## src/hdl/fkrs_pkg.sv

```systemverilog
// Shared types and constants for the fence key range search block.
// Holds the transaction structs and the controller/datapath command and status types.
// No dependencies.
`timescale 1ns / 1ps
`default_nettype none

package fkrs_pkg;

  localparam int TABLE_DEPTH_DEF = 1024;
  localparam int KEY_BYTES_DEF   = 8;
  localparam int KEY_W           = 64;
  localparam int SEG_W           = 10;

  localparam logic [1:0] ACT_CLEAR  = 2'd0;
  localparam logic [1:0] ACT_APPEND = 2'd1;
  localparam logic [1:0] ACT_QUERY  = 2'd2;

  typedef struct packed {
    logic [1:0]       action;
    logic [KEY_W-1:0] key;
  } fkrs_in_t;

  typedef struct packed {
    logic             in_range;
    logic [SEG_W-1:0] segment;
  } fkrs_out_t;

  typedef enum logic [1:0] {
    RD_LO  = 2'd0,
    RD_HI  = 2'd1,
    RD_MID = 2'd2
  } rd_sel_t;

  typedef enum logic [1:0] {
    EM_MISS = 2'd0,
    EM_LO   = 2'd1,
    EM_MID  = 2'd2
  } emit_sel_t;

  typedef struct packed {
    logic      clr;
    logic      app;
    logic      cap;
    logic      rd_en;
    rd_sel_t   rd_sel;
    logic      step;
    logic      emit;
    emit_sel_t emit_sel;
  } fkrs_cmd_t;

  typedef struct packed {
    logic len_zero;
    logic len_one;
    logic key_lt;
    logic key_eq;
    logic key_gt;
    logic span_gt1;
  } fkrs_sts_t;

endpackage

`default_nettype wire

```

## src/hdl/fkrs_ctrl.sv

```systemverilog
// Controller of the fence key range search: accepts transactions and sequences
// the bound checks and halving steps of a query. Depends on fkrs_pkg.
`timescale 1ns / 1ps
`default_nettype none

module fkrs_ctrl (
  input  wire logic                clk,
  input  wire logic                rst_n,
  input  wire logic                start,
  input  wire logic [1:0]          action,
  input  wire fkrs_pkg::fkrs_sts_t sts,
  output fkrs_pkg::fkrs_cmd_t      cmd,
  output logic                     busy
);
  import fkrs_pkg::*;

  typedef enum logic [5:0] {
    ST_IDLE    = 6'b000001,
    ST_EVAL    = 6'b000010,
    ST_CMP_LO  = 6'b000100,
    ST_CMP_HI  = 6'b001000,
    ST_CMP_MID = 6'b010000,
    ST_NEXT    = 6'b100000
  } state_t;

  state_t state_r, state_nxt;
  logic   accept;

  assign accept = start && (state_r == ST_IDLE);
  assign busy   = state_r != ST_IDLE;

  always_comb begin
    state_nxt    = state_r;
    cmd          = '0;
    cmd.rd_sel   = RD_LO;
    cmd.emit_sel = EM_MISS;
    case (state_r)
      ST_IDLE: begin
        if (accept) begin
          case (action)
            ACT_CLEAR:  cmd.clr = 1'b1;
            ACT_APPEND: cmd.app = 1'b1;
            ACT_QUERY: begin
              cmd.cap   = 1'b1;
              state_nxt = ST_EVAL;
            end
            default: ;
          endcase
        end
      end
      ST_EVAL: begin
        if (sts.len_zero) begin
          cmd.emit  = 1'b1;
          state_nxt = ST_IDLE;
        end else if (sts.len_one) begin
          cmd.emit     = 1'b1;
          cmd.emit_sel = EM_LO;
          state_nxt    = ST_IDLE;
        end else begin
          cmd.rd_en = 1'b1;
          state_nxt = ST_CMP_LO;
        end
      end
      ST_CMP_LO: begin
        if (sts.key_lt) begin
          cmd.emit  = 1'b1;
          state_nxt = ST_IDLE;
        end else begin
          cmd.rd_en  = 1'b1;
          cmd.rd_sel = RD_HI;
          state_nxt  = ST_CMP_HI;
        end
      end
      ST_CMP_HI, ST_NEXT: begin
        if (state_r == ST_CMP_HI && sts.key_gt) begin
          cmd.emit  = 1'b1;
          state_nxt = ST_IDLE;
        end else if (sts.span_gt1) begin
          cmd.rd_en  = 1'b1;
          cmd.rd_sel = RD_MID;
          state_nxt  = ST_CMP_MID;
        end else begin
          cmd.emit     = 1'b1;
          cmd.emit_sel = EM_LO;
          state_nxt    = ST_IDLE;
        end
      end
      ST_CMP_MID: begin
        if (sts.key_eq) begin
          cmd.emit     = 1'b1;
          cmd.emit_sel = EM_MID;
          state_nxt    = ST_IDLE;
        end else begin
          cmd.step  = 1'b1;
          state_nxt = ST_NEXT;
        end
      end
      default: state_nxt = ST_IDLE;
    endcase
  end

  always_ff @(posedge clk) begin
    if (!rst_n) begin
      state_r <= ST_IDLE;
    end else begin
      state_r <= state_nxt;
    end
  end

endmodule

`default_nettype wire

```

## config.mk

```make
export PLATFORM = sky130hd
export DESIGN_NAME = fkrs_ctrl
export DESIGN_NICKNAME = d
export VERILOG_FILES = /design/src/hdl/fkrs_pkg.sv /design/src/hdl/fkrs_ctrl.sv
export SDC_FILE = /design/constraint.sdc
export NUM_CORES = 1
export LEC_CHECK = 0
export BUFFER_PORTS_ARGS = -buffer_cell sky130_fd_sc_hd__buf_2
export CAP_MARGIN = 20
export CORE_MARGIN = 8
export CORE_UTILIZATION = 30
export DETAILED_ROUTE_END_ITERATION = 8
export PLACE_DENSITY = 0.61
export SYNTH_ARGS = -nofsm -noshare
export SYNTH_HDL_FRONTEND = slang
export SYNTH_SLANG_ARGS = --single-unit
```

## constraint.sdc

```tcl
create_clock -name clk -period 1.85 [get_ports clk]
set_clock_uncertainty 0.15 [all_clocks]
set_input_delay 0.0925 -clock clk [delete_from_list [all_inputs] [get_ports clk]]
set_output_delay 0.0925 -clock clk [all_outputs]
set_load 0.1 [all_outputs]
```

==> results.md, run 1 <==
Run status:
- The run finished, with violations left.
- The checks that failed: negative setup slack.

STA:
- The hold violation count in the final report is 0.
- Headroom to the max-slew limit came out at 61.9%.
- The time the final worst path needs with I/O delays and setup is 2.31 ns.
- For the pin with the worst max-slew slack, the measured transition is 0.571 ns.
- Summed over all failing endpoints, the final setup total negative slack is -3.54 ns.
- Derived from the worst setup path, the maximum achievable clock frequency is 434 MHz.
- The number of max-slew violations in the final report is 0.
- The total of endpoints with negative setup slack in the final report is 14.
- Setup repair after global routing could not meet its margin everywhere.
- The slack of the critical path is -0.455 ns.
- The ratio of final minimum period to clock period is 125%.

Routing:
- The highest metal layer with signal wires is met4.
- The routed via count divided by cell count is 5.39.
- The via count of the routed design is 641.
- The wire length per cell is 17.3 um.
- The number of nets with antenna violations after routing is 0.
- The post-detailed-route DRC marker count is 0.
- The routed wire length on met3 is 126 um.
- For this block, the initial DRC count from the detailed router was 3.
- After detailed routing, the total wire length is 2.06 mm.
- The count of TritonRoute iterations in the first routing pass is 4.
- The sum of routed wire segments on met1 is 702 um.
- Wire segments on met2 add up to 1.19 mm in the final route.

Pwr:
- Overall power consumption after layout is estimated at 0.000415 W.
- Cell internal power was estimated by the tool at 0.000271 W.
- The sequential group share of total power is 32.1%.
- Summed over all cells, the static leakage comes to 0.446 nW.
- The switching component of the power is 0.000144 W.
- Net switching is 34.7% of the power.
- Of the total power, combinational logic draws 37.0%.
- The worst-case IR drop observed on VDD is 0.000401 V.
- Power spread over the standard cell area amounts to 373 mW/mm^2.
- In this run, the clock network consumes 30.9% of the power.

Setup path:
- Among cell families on the critical path, the largest total delay comes from simple AND/OR/NAND/NOR gates.
- For the worst setup path, the data required time is 1.61 ns.
- The cell with the largest stage delay on the worst path is sky130_fd_sc_hd__or4_4.
- The largest stage delay on the critical path is 0.53 ns.
- The number of buffer and inverter stages on the critical path is 1.
- The largest fanout on the critical path is 4.
- Traced cell by cell, the critical path runs through or4_4 > or3_4 > a211o_4 > nand2_8 > buf_12.
- For the worst setup path, the data arrival time is 2.06 ns.
- The category of the worst setup path capture point is an output port.
- The number of cells on the worst reg-to-reg path is 6.
- The worst register-to-register path ends at state_r[0].
- The worst register-to-register path has a setup slack of -0.26 ns.
- STA classifies the critical path startpoint as a register.
- The source of the worst register-to-register timing path is state_r[4].
- The kind of critical path is register to output port.
- In this run the worst setup path begins at state_r[4].

Final layout:
- The finished layout holds 119 standard cells, fillers aside.
- The post-route standard cell area excluding fillers is 0.00111 sq mm.
- The largest registers in the layout are state_r x6.
- The count of fill cells added during filler insertion is 67.
- Of the cells placed in the final design, the portion with a size suffix greater than 1 is 74.0%.
- state_r holds more flip-flops than any other register.
- The flip-flop count of the largest register after layout is 6.
- From synthesis to final layout, the design area changed by 162%.
- For this run, the post-layout net count is 117.
- 0 antenna diodes ended up in the layout.

Synthesis:
- Synthesis produced 56 cells.
- The synthesized netlist net count is 67.
- The flip-flop cell with the highest count after synthesis is sky130_fd_sc_hd__dfxtp_1.
- The average size of a mapped cell is 7.57 sq um.
- Summing every instance area after synthesis gives 424 sq um.
- Of the synthesized area, sequential elements account for 28.3%.
- The distinct cell type count of the synthesized netlist is 27.
- The post-synthesis sequential element count is 6.
- The count of yosys warnings during synthesis is 0.
- The number of enable flip-flop cells after synthesis is 0.
- In the synthesized netlist the async set-or-reset flop fraction comes to 0%.

GRT:
- Entering global routing, the biggest net connects 7 pins.
- The via count of the first global-routing pass is 620.
- The first global-routing pass estimated 2.76 mm of wire.
- The global-route congestion overflow total is 0.
- The number of antenna violations at the first check in global routing is 0.
- For this run, the total global-route usage over all layers was measured as 12.9%.

Hold path:
- The worst hold path begins at sts[3].
- The endpoint with the worst hold slack is state_r[0].
- The number of stages on the worst hold path is 3.
- The min-delay analysis places its worst path in the category input pin to register.

Clocking:
- The number of clock sinks is 6.
- The number of H-tree levels is 1.
- Clock-pin slew was measured on the worst setup and hold paths at 0.05 ns.
- For the worst-skew pair, the clock arrives at the later sink with an insertion delay of 0.25 ns.
- The number of buffers added by the clock tree synthesis step is 3.
- TritonCTS built the clock tree.
- The worst-case clock buffer depth is 2.
- The root buffer cell is sky130_fd_sc_hd__clkbuf_4.

Placed design:
- Timing analysis after detailed placement gives a worst setup slack of -0.201 ns.
- After detailed placement, the total cell area comes to 906 sq um.
- The number of placed instances with taps included is 105.
- The detailed placement HPWL is 1.40 mm.
- The congestion estimate from routability-driven global placement came to 0.782.
- Buffers placed on the I/O ports in this run total 21.

Die:
- The number of top-level pins is 22.
- The die span in y is 53.6 um.
- The die extent in x is 53.6 um.
- The placement row count is 13.
- The die outline area is 0.00287 sq mm.
- The initial core utilization is 32.2%.
- The total area inside the core boundary comes to 0.00132 sq mm.

Job:
- Across the run, the number of max-cap violations was 0.
## power by group through the flow
stage | sequential (W) | combinational (W) | clock, W
6_report | 0.000133 | 0.000153 | 0.000128
5_1_grt | 0.000133 | 0.000159 | 0.000142
4_1_cts | 0.000133 | 0.000135 | 0.000121
3_5_place_dp | 0.000136 | 0.000118 | 0
3_3_place_gp | 0.000136 | 0.000115 | 0
2_1_floorplan | 0.000137 | 0.0000672 | 0
## routing by layer
| layer | track usage, % | up-vias |
|---|---|---|
| met2 | 26.0 | 18 |
| met5 | 0 | - |
| met3 | 4.41 | 6 |
| met1 | 11.6 | 313 |
| li1 | - | 304 |
| met4 | 3.78 | 0 |
## layout by cell type, fill, tap and decap left out, types with 3 or more instances in the layout
| cell | netlist | final |
|---|---|---|
| sky130_fd_sc_hd__nand2_2 | 0 | 3 |
| sky130_fd_sc_hd__buf_4 | 0 | 19 |
| sky130_fd_sc_hd__dfxtp_1 | 6 | 3 |
| sky130_fd_sc_hd__nor2_1 | 10 | 7 |
| sky130_fd_sc_hd__buf_12 | 0 | 11 |
| sky130_fd_sc_hd__dfxtp_2 | 0 | 3 |
| sky130_fd_sc_hd__clkbuf_4 | 0 | 3 |
| sky130_fd_sc_hd__buf_6 | 0 | 3 |
| sky130_fd_sc_hd__buf_2 | 0 | 10 |
## per-stage QoR
stage	hold WS (ns)	util, %
floorplan	0.0143	-
global placement	0.170	68.8
detailed placement	0.171	68.8
CTS	0.0386	77.8
global route	0.0295	84.4
finish	0.0264	84.4
## what timing repair did
item | in CTS | in global routing
gates resized for setup | 14 | 10
buffers inserted | 3 | 6
endpoints found under the hold margin | 5 | 0
pin swaps | 1 | 5
hold buffers | 2 | 0
setup endpoints to repair | 14 | 16
## how the worst max path moves through the flow
stage / to / slack, ns / cells past startpoint
final: cmd[2] / -0.46 / 5
after global routing: cmd[2] / -0.49 / 5
after CTS: cmd[2] / -0.44 / 5
after detailed placement: cmd[9] / -0.20 / 5
after global placement: cmd[2] / -0.16 / 5
after floorplan: cmd[9] / -1.15 / 4
## synth_stat cells, types with 2 or more instances
cell type                   n  area share, %
sky130_fd_sc_hd__nor4b_1    2            4.1
sky130_fd_sc_hd__or4_1      2            3.5
sky130_fd_sc_hd__nand2_1    5            4.4
sky130_fd_sc_hd__inv_1      5            4.4
sky130_fd_sc_hd__dfxtp_1    6             28
sky130_fd_sc_hd__and3_1     2            2.9
sky130_fd_sc_hd__nand3_1    2            2.4
sky130_fd_sc_hd__nor2_1    10            8.9
sky130_fd_sc_hd__a221oi_1   2            4.1
sky130_fd_sc_hd__o21ai_0    2            2.4
sky130_fd_sc_hd__nand3b_1   2            3.5
## worst min-delay path, stage by stage
cell and delay, ns:
sky130_fd_sc_hd__buf_2 0.10, sky130_fd_sc_hd__a221oi_2 0.11, sky130_fd_sc_hd__o2111ai_2 0.08
## layout make-up
class | count | area [sq um] | share of cell area [%]
tap | 15 | 18.8 | 1.69
clock buffer | 3 | 22.5 | 2.02
sequential | 6 | 124 | 11.1
multi-input combinational | 45 | 452 | 40.6
inverter | 5 | 28.8 | 2.59
timing repair buffer | 45 | 467 | 42.0
## logic make-up (layout without fill, tap and decap cells)
logic type             count (synthesis)  after routing  synth area share [%]
XOR/XNOR                               2              2                  4.13
AO/OA/AOI/OAI                          9              9                  15.3
buffers and inverters                  5             53                  4.43
AND/OR/NAND/NOR                       34             34                  47.8
flip-flops                             6              6                  28.3
Power figures use the tool's default switching activity.
==> inputs of run 2 (changes only) <==
--- a/config.mk
+++ b/config.mk
@@ -10,7 +10,8 @@
 export CORE_MARGIN = 8
 export CORE_UTILIZATION = 30
 export DETAILED_ROUTE_END_ITERATION = 8
-export PLACE_DENSITY = 0.61
+export GPL_TIMING_DRIVEN = 0
+export PLACE_DENSITY = 0.59
 export SYNTH_ARGS = -nofsm -noshare
 export SYNTH_HDL_FRONTEND = slang
 export SYNTH_SLANG_ARGS = --single-unit
==> constraint.sdc (replaced) <==
create_clock -name clk -period 3 [get_ports clk]
set_clock_uncertainty 0.15 [all_clocks]
set_input_delay 0.15 -clock clk [delete_from_list [all_inputs] [get_ports clk]]
set_output_delay 0.15 -clock clk [all_outputs]
set_load 0.1 [all_outputs]
==> run 2 against run 1 <==
The flow now finishes without violations. Sequential power down 37%. Design area down 46%. Global-route usage down 4.2 points. Routed wire length down 40%. First-iteration DRC count up 130%. Power down 49%. Clock power down 43%. Count of clock-buffer cells in the layout unchanged. Flip-flop and latch count unchanged. Setup slack better by 0.81 ns. Via count down 24%. Sequential share of layout area up 8.9 points. Largest cell class is now multi-input gates.
==> results.md, run 2 (synthesized netlist as in run 1, its figures left out) <==
Pwr:
- In this run switching power makes up 32.5% of total power.
- The clock power share is 34.2%.
- Internal power comes to 0.000144 W.
- The switching component of the power is 0.0000692 W.
- The power per cell area is 356 mW/mm^2.
- Sequential cells burn 39.4% of the power.
- The worst-case IR drop observed on VDD is 0.000235 V.
- Combinational cells account for 26.4% of the total power.
- The static leakage is 0.297 nW.

Clocking:
- After clock tree synthesis, the clock-pin slew on the worst setup and hold paths is 0.04 ns.
- The clock tree from TritonCTS is yes.
- The root buffer cell is sky130_fd_sc_hd__clkbuf_4.
- In this run the number of H-tree levels came out at 1.
- The clock latency reported for the late side of the worst-skew pair is 0.24 ns.
- The worst-case clock buffer depth is 2.
- The number of clock sinks is 6.
- The number of buffers added by the clock tree synthesis step is 3.

GRT:
- The met1 usage in global routing is 9.75%.
- The number of antenna violations at the first check in global routing is 0.
- The combined global-route utilization of all metal layers is 8.71%.
- The global-route congestion overflow total is 0.
- The first global-routing pass estimated 1.85 mm of wire.
- The via count of the first global-routing pass is 456.
- The largest net degree at the start of global routing is 8.
- The routing layer with the top usage in global route is met2.
- For this run, global-route usage on met2 was measured as 13.5%.
- Global routing consumed, on the met3 layer, 2.20% of the routing resources.

Placed design:
- After detailed placement, the total cell area comes to 566 sq um.
- OpenSTA, run right after detailed placement, puts the worst setup slack at 0.610 ns.
- The last weighted congestion value of the routability-driven placer is 0.766.
- The count of buffers inserted at the top-level ports is 21.
- The detailed placement HPWL is 1.03 mm.

Die:
- The floorplan has 13 rows.
- The number of top-level pins is 22.
- The die extent in x is 53.6 um.
- After floorplanning, the core was sized to cover 0.00132 sq mm.
- The die span in y is 53.6 um.
- The die covers 0.00287 sq mm.
- The initial core utilization is 32.2%.

Final layout:
- Relative to the synthesized area, the layout overhead comes to 41.0%.
- Leaving out fill and tap cells, the most frequent cell in the layout is sky130_fd_sc_hd__buf_2.
- Summing all flip-flop and latch instances after layout gives 120 sq um.
- The largest registers in the layout are state_r x6.
- The count of fill cells added during filler insertion is 141.
- In the layout the commonest cells are sky130_fd_sc_hd__buf_2, sky130_fd_sc_hd__nor2_1, sky130_fd_sc_hd__dfxtp_1.
- Cells with a size suffix above 1 make up 37.0% of the layout.
- The register with the most flip-flops in the layout has 6 of them.
- The total area of multi-input combinational cells is 303 sq um.
- The finished cells cover 598 sq um.
- The net count reported at finish is 94.
- The register with the highest flop count is state_r.
- 0 antenna diodes ended up in the layout.

Hold path:
- The type of the most critical hold path is input pin to register.
- The number of stages on the worst hold path is 2.
- The worst hold path terminates at state_r[1].
- The launch instance of the worst min-delay path is rst_n.

Routing:
- The total length of routed wires is 1.23 mm.
- Once detail routing completed, the nets flagged for antenna violations numbered 0.
- After detailed routing, the average wire length per cell comes to 12.8 um.
- The post-detailed-route DRC marker count is 0.
- The final route contains 490 vias.
- For this block, the initial DRC count from the detailed router was 7.
- The first detailed-routing pass ran for 4 iterations.
- The routed via count divided by cell count is 5.10.

Setup path:
- The category of the worst setup path capture point is an output port.
- The worst reg2reg path depth is 5.
- The worst setup path is of the register to output port kind.
- The worst endpoint required time is 2.70 ns.
- The worst-case register-to-register setup slack is 0.98 ns.
- The source of the worst register-to-register timing path is state_r[3].
- The endpoint identified for the worst register-to-register timing path is state_r[5].
- The largest fanout on the critical path is 6.
- The category of the worst setup path launch point is a register.
- Data arrives at the worst endpoint at 2.34 ns.

STA:
- The normalized max-slew margin is 67.4%.
- The time the final worst path needs with I/O delays and setup is 2.64 ns.
- Setup violations remaining at the end of the flow were counted as 0.
- The slack of the critical path is 0.360 ns.
- The fmax is 379 MHz.
- The hold violation count in the final report is 0.
- The number of max-slew violations in the final report was 0.
- Setup repair after global routing left no endpoint under its margin.
- Dividing the final minimum period by the clock period gives 88.0%.
- The actual slew at the worst max-slew pin is 0.493 ns.

Run status:
- The flow ran to the end, and the final reports show no timing, DRC or antenna violations.

Job:
- Across the run, the number of max-cap violations was 0.
run 2: cell count changes in the layout (fill, tap and decap cells not counted), sizes merged:
cell / before / now
dlygate4sd3: 2 / 1
clkinvlp: 2 / 0
buf: 43 / 21
inv: 3 / 5
run 2: timing repair:
| action | in CTS | in global routing |
|---|---|---|
| gates resized for setup | 0 | 0 |
| hold buffers | 1 | 0 |
| hold endpoints to repair | 1 | 0 |
| buffers inserted | 0 | 0 |
run 2: power by group through the flow:
stage	Combinational (W)	Clock, W	Sequential, W
3_5_place_dp	0.0000556	0	0.0000854
5_1_grt	0.0000593	0.0000827	0.0000842
3_3_place_gp	0.0000551	0	0.0000853
4_1_cts	0.0000567	0.0000758	0.0000839
2_1_floorplan	0.0000406	0	0.0000847
6_report	0.0000562	0.0000729	0.0000839
run 2: area by class of cell:
cell class	count	area share (%)
well taps	15	3.14
flip-flops and latches	6	20.1
clock buffers	3	3.77
repair buffers	22	19.2
multi-input cells	45	50.6
inverters	5	3.14
run 2: layer usage:
layer	vias to the layer above	share of wire, %
li1	257	-
met1	215	44
met2	16	49
met3	2	5.5
met4	0	1.2
met5	-	0
run 2: worst max path at each step:
| stage | depth (start not counted) | end | from | slack [ns] |
|---|---|---|---|---|
| floorplan | 4 | cmd[9] | state_r[3] | -0.09 |
| global placement | 5 | cmd[2] | state_r[5] | 0.61 |
| finish | 5 | cmd[2] | state_r[5] | 0.36 |
| global route | 5 | cmd[9] | state_r[3] | 0.22 |
| CTS | 5 | cmd[9] | state_r[3] | 0.33 |
| detailed placement | 5 | cmd[9] | state_r[3] | 0.61 |
run 2: stage by stage:
step / TNS [ns] / hold WS (ns) / std cells / util (%) / power (W)
detailed placement: 0 / 0.197 / 92 / 42.9 / 0.000141
global route: 0 / 0.0243 / 96 / 45.4 / 0.000226
floorplan: -0.0873 / 0.0790 / 56 / - / 0.000125
CTS: 0 / 0.00846 / 96 / 45.4 / 0.000216
global placement: 0 / 0.196 / 92 / 42.9 / 0.000140
finish: 0 / 0.0119 / 96 / 45.4 / 0.000213
run 2: critical path, stage by stage (launching register included):
cell and delay [ns]:
sky130_fd_sc_hd__dfxtp_1 0.35, sky130_fd_sc_hd__or4_4 0.56, sky130_fd_sc_hd__or3_4 0.39, sky130_fd_sc_hd__a211o_1 0.32, sky130_fd_sc_hd__nand2_1 0.06, sky130_fd_sc_hd__buf_2 0.42
==> inputs of run 3 (changes only) <==
--- a/config.mk
+++ b/config.mk
@@ -5,13 +5,15 @@
 export SDC_FILE = /design/constraint.sdc
 export NUM_CORES = 1
 export LEC_CHECK = 0
+export ABC_AREA = 1
 export BUFFER_PORTS_ARGS = -buffer_cell sky130_fd_sc_hd__buf_2
 export CAP_MARGIN = 20
 export CORE_MARGIN = 8
 export CORE_UTILIZATION = 30
+export CTS_CLUSTER_DIAMETER = 80
 export DETAILED_ROUTE_END_ITERATION = 8
 export GPL_TIMING_DRIVEN = 0
-export PLACE_DENSITY = 0.59
+export PLACE_DENSITY = 0.58
 export SYNTH_ARGS = -nofsm -noshare
 export SYNTH_HDL_FRONTEND = slang
 export SYNTH_SLANG_ARGS = --single-unit
==> run 3 against run 2 <==
Global-route usage shrank 0.44 points. Critical endpoint is now cmd[8]. Synthesized area grew 9.7%. Setup slack improved by 0.60 ns. Sequential power is 12% higher. Power up 70%. First-iteration DRC count is 110% higher. Maximum frequency grew 29%. Design area grew 6.3%.
==> results.md, run 3 <==
Run status:
- The flow ran to the end, and the final reports show no timing, DRC or antenna violations.

Synthesis:
- The number of nets in the synthesized netlist is 80.
- The synthesized netlist devotes 60.2% of its cell area to simple gates.
- Among all flip-flop cells after synthesis, the most frequent one is sky130_fd_sc_hd__dfxtp_1.
- Sorting the synthesized cells by how often they occur yields sky130_fd_sc_hd__nor2_1, sky130_fd_sc_hd__inv_1, sky130_fd_sc_hd__nand2_1, sky130_fd_sc_hd__dfxtp_1.
- Summing the areas of all compound-gate instances in the mapped netlist gives 3.49% of the synthesized area.
- Ranked by total cell area, the synthesized netlist is headed by sky130_fd_sc_hd__dfxtp_1, sky130_fd_sc_hd__nor2_1, sky130_fd_sc_hd__inv_1.
- The dominant combinational cell family by area after synthesis is simple AND/OR/NAND/NOR gates.
- Dividing the synthesized area by the synthesized cell count gives 6.75 sq um.
- The library cell with the highest instance count after synthesis is sky130_fd_sc_hd__nor2_1.
- The synthesized instance count is 69.
- The share of the synthesized area in the top cell type is 25.8%.
- The count of yosys warnings during synthesis is 0.
- The mapped netlist covers 465 sq um.
- The share of the yosys chip area belonging to registers is 25.8%.
- Of all flip-flops after synthesis, the portion carrying an async set or reset was 0%.
- The post-synthesis sequential element count is 6.
- The number of different library cells used by synthesis comes to 18.
- The mux contribution to synthesized area is 0%.
- Counting flops with a built-in enable in the synthesized netlist gives 0.
- The post-synthesis share of cell area spent on full adders, half adders and majority gates is 0%.
- Summing the areas of all xor and xnor instances in the mapped netlist gives 0% of the synthesized area.
- The most area-hungry cell type in the Yosys netlist is sky130_fd_sc_hd__dfxtp_1.

Setup path:
- Tracing the worst setup path back leads to its startpoint at state_r[4].
- The critical path ends at cmd[8].
- The capture point of the worst reg-to-reg path is state_r[0].
- In this run the critical register-to-register path is launched from state_r[1].
- Setup slack on the worst reg-to-reg path comes out at 1.70 ns.
- Along the worst path, the maximum fanout reaches 7.
- The worst setup path is launched from a register.
- At the worst endpoint, the arrival time is 1.74 ns.
- The critical path in this run is classified as register to output port.
- Measured in cells, the most critical reg-to-reg path has a length of 7.
- STA classifies the critical path endpoint as an output port.
- STA puts the critical path data required time at 2.70 ns.

Pwr:
- The clock network accounts for 21.0% of the total power.
- The post-layout total power is 0.000363 W.
- Net switching is 52.8% of the power.
- The power per cell area is 571 mW/mm^2.
- In this run the static leakage power is 0.343 nW.
- Sequential cells account for 25.9% of the total power.
- The maximum resistive drop on vdd is 0.000529 V.
- The switching component of the power is 0.000192 W.
- The proportion of power drawn by combinational gates is 53.1%.
- The internal power summed over all cells is 0.000171 W.

Clocking:
- The clock tree from TritonCTS is yes.
- The number of buffers added by the clock tree synthesis step is 3.
- The number of clock sinks is 6.
- The clock passes through at most 2 buffers.
- After clock tree synthesis, the clock-pin slew on the worst setup and hold paths is 0.05 ns.
- The root buffer cell chosen for the clock tree is sky130_fd_sc_hd__clkbuf_4.
- The clock latency reported for the late side of the worst-skew pair is 0.25 ns.
- The number of H-tree levels is 1.

Final layout:
- The ratio of cells with drive above 1 in the final layout is 39.4%.
- The largest registers in the layout are state_r x6.
- The flip-flop count of the largest register after layout is 6.
- 0 antenna diodes ended up in the layout.
- The register with the most flip-flops in the final layout is state_r.
- The library cell used most frequently in the layout, excluding fill and tap cells, is sky130_fd_sc_hd__buf_2.
- The signed area change from the synthesized netlist to the final layout is 36.6%.
- In the layout the commonest cells are sky130_fd_sc_hd__buf_2, sky130_fd_sc_hd__nor2_1, sky130_fd_sc_hd__inv_1.
- The net count reported at finish is 107.

Die:
- The number of top-level pins is 22.
- The die outline area is 0.00307 sq mm.
- The die extent in x is 55.4 um.
- The core region is 0.00149 sq mm.
- The placement row count is 14.
- The initial utilization of the core area, before any placement, comes to 31.3%.
- In this run the vertical extent of the chip is 55.4 um.

Placed design:
- OpenSTA, run right after detailed placement, puts the worst setup slack at 1.20 ns.
- The count of buffers inserted at the top-level ports is 21.
- The last weighted congestion value of the routability-driven placer is 0.798.
- The detailed placement HPWL is 1.05 mm.

GRT:
- The number of antenna violations at the first check in global routing is 0.
- The via count of the first global-routing pass is 514.
- Entering global routing, the biggest net connects 8 pins.
- After global routing the overflow that remains totals 0.
- The first global-routing pass estimated 2.19 mm of wire.
- The combined global-route utilization of all metal layers is 8.27%.

Routing:
- The routed via count divided by cell count is 4.74.
- The count of TritonRoute iterations in the first routing pass is 4.
- The via count of the routed design is 521.
- The routed design has 1.23 mm of wire.
- After detailed routing, the number of remaining DRC violations is 0.
- The number of nets with antenna violations after routing is 0.
- The wire length per cell is 11.2 um.
- The initial DRC count is 15.

Hold path:
- The type of the most critical hold path is input pin to register.

STA:
- The hold violation count in the final report is 0.
- In this run the tightest slew margin relative to its limit is 67.6%.
- After routing, the total negative slack on setup checks comes to 0 ns.
- The ratio of final minimum period to clock period is 68.1%.
- The number of max-slew violations in the final report is 0.
- Subtracting the final worst setup slack from the clock period gives 2.04 ns.
- Setup violations remaining at the end of the flow were counted as 0.
- In the post-route analysis, the smallest setup slack over all paths is 0.956 ns.
- The fmax is 489 MHz.
- The actual slew at the worst max-slew pin is 0.489 ns.
- On the final layout, the worst hold slack is 0.0122 ns.
- Setup repair after global routing left no endpoint under its margin.

Job:
- The max capacitance violation total is 0.
run 3: cell families (layout without fill, tap and decap cells):
group | count (synthesis) | after routing
AND/OR/NAND/NOR | 48 | 48
flip-flops | 6 | 6
buffers and inverters | 13 | 38
AO/OA/AOI/OAI | 2 | 2
run 3: area by class of cell:
cell class,count,area [sq um]
timing repair buffer,22,115
sequential,6,120
multi-input combinational,50,309
tap,16,20.0
fill,168,853
inverter,13,48.8
clock buffer,3,22.5
run 3: worst min-delay path by stage:
stage	startpoint	depth (start not counted)	slack, ns	to
after global routing	rst_n	3	0.03	state_r[3]
after detailed placement	sts[2]	2	0.20	state_r[5]
after global placement	sts[2]	2	0.20	state_r[5]
after CTS	rst_n	3	0.003	state_r[3]
final	rst_n	3	0.01	state_r[3]
after floorplan	sts[2]	1	0.08	state_r[5]
run 3: critical path, stage by stage (launching register included):
cell and delay [ns]:
sky130_fd_sc_hd__dfxtp_1 0.35, sky130_fd_sc_hd__nor2_4 0.22, sky130_fd_sc_hd__nand4_4 0.20, sky130_fd_sc_hd__inv_2 0.09
sky130_fd_sc_hd__nand2_2 0.06, sky130_fd_sc_hd__nor3b_2 0.14, sky130_fd_sc_hd__buf_2 0.44
run 3: timing repair:
item                                   CTS  global route
endpoints found under the hold margin    1             0
resized for setup                        0             0
hold buffers                             1             0
buffers inserted                         0             0
run 3: layer usage:
layer	up-vias	wire length (um)	GRT usage, %	part of all wire, %
met3	0	73	4.79	5.9
met5	-	0	0	0
met1	228	581	9.55	47
met4	0	0	1.06	0
li1	277	-	-	-
met2	16	574	13.1	47
run 3: power groups by stage:
stage	Clock, W	Sequential, W	Combinational [W]
after global placement	0	0.0000956	0.000192
final	0.0000763	0.0000941	0.000193
after floorplan	0	0.0000950	0.000162
after detailed placement	0	0.0000957	0.000193
after global routing	0.0000814	0.0000945	0.000203
after CTS	0.0000786	0.0000942	0.000194
run 3: metrics by stage:
stage	area, sq um	cells	utilization, %
after floorplan	478	69	-
after global placement	603	106	40.5
after global routing	636	110	42.7
final	636	110	42.7
after detailed placement	603	106	40.5
after CTS	636	110	42.7
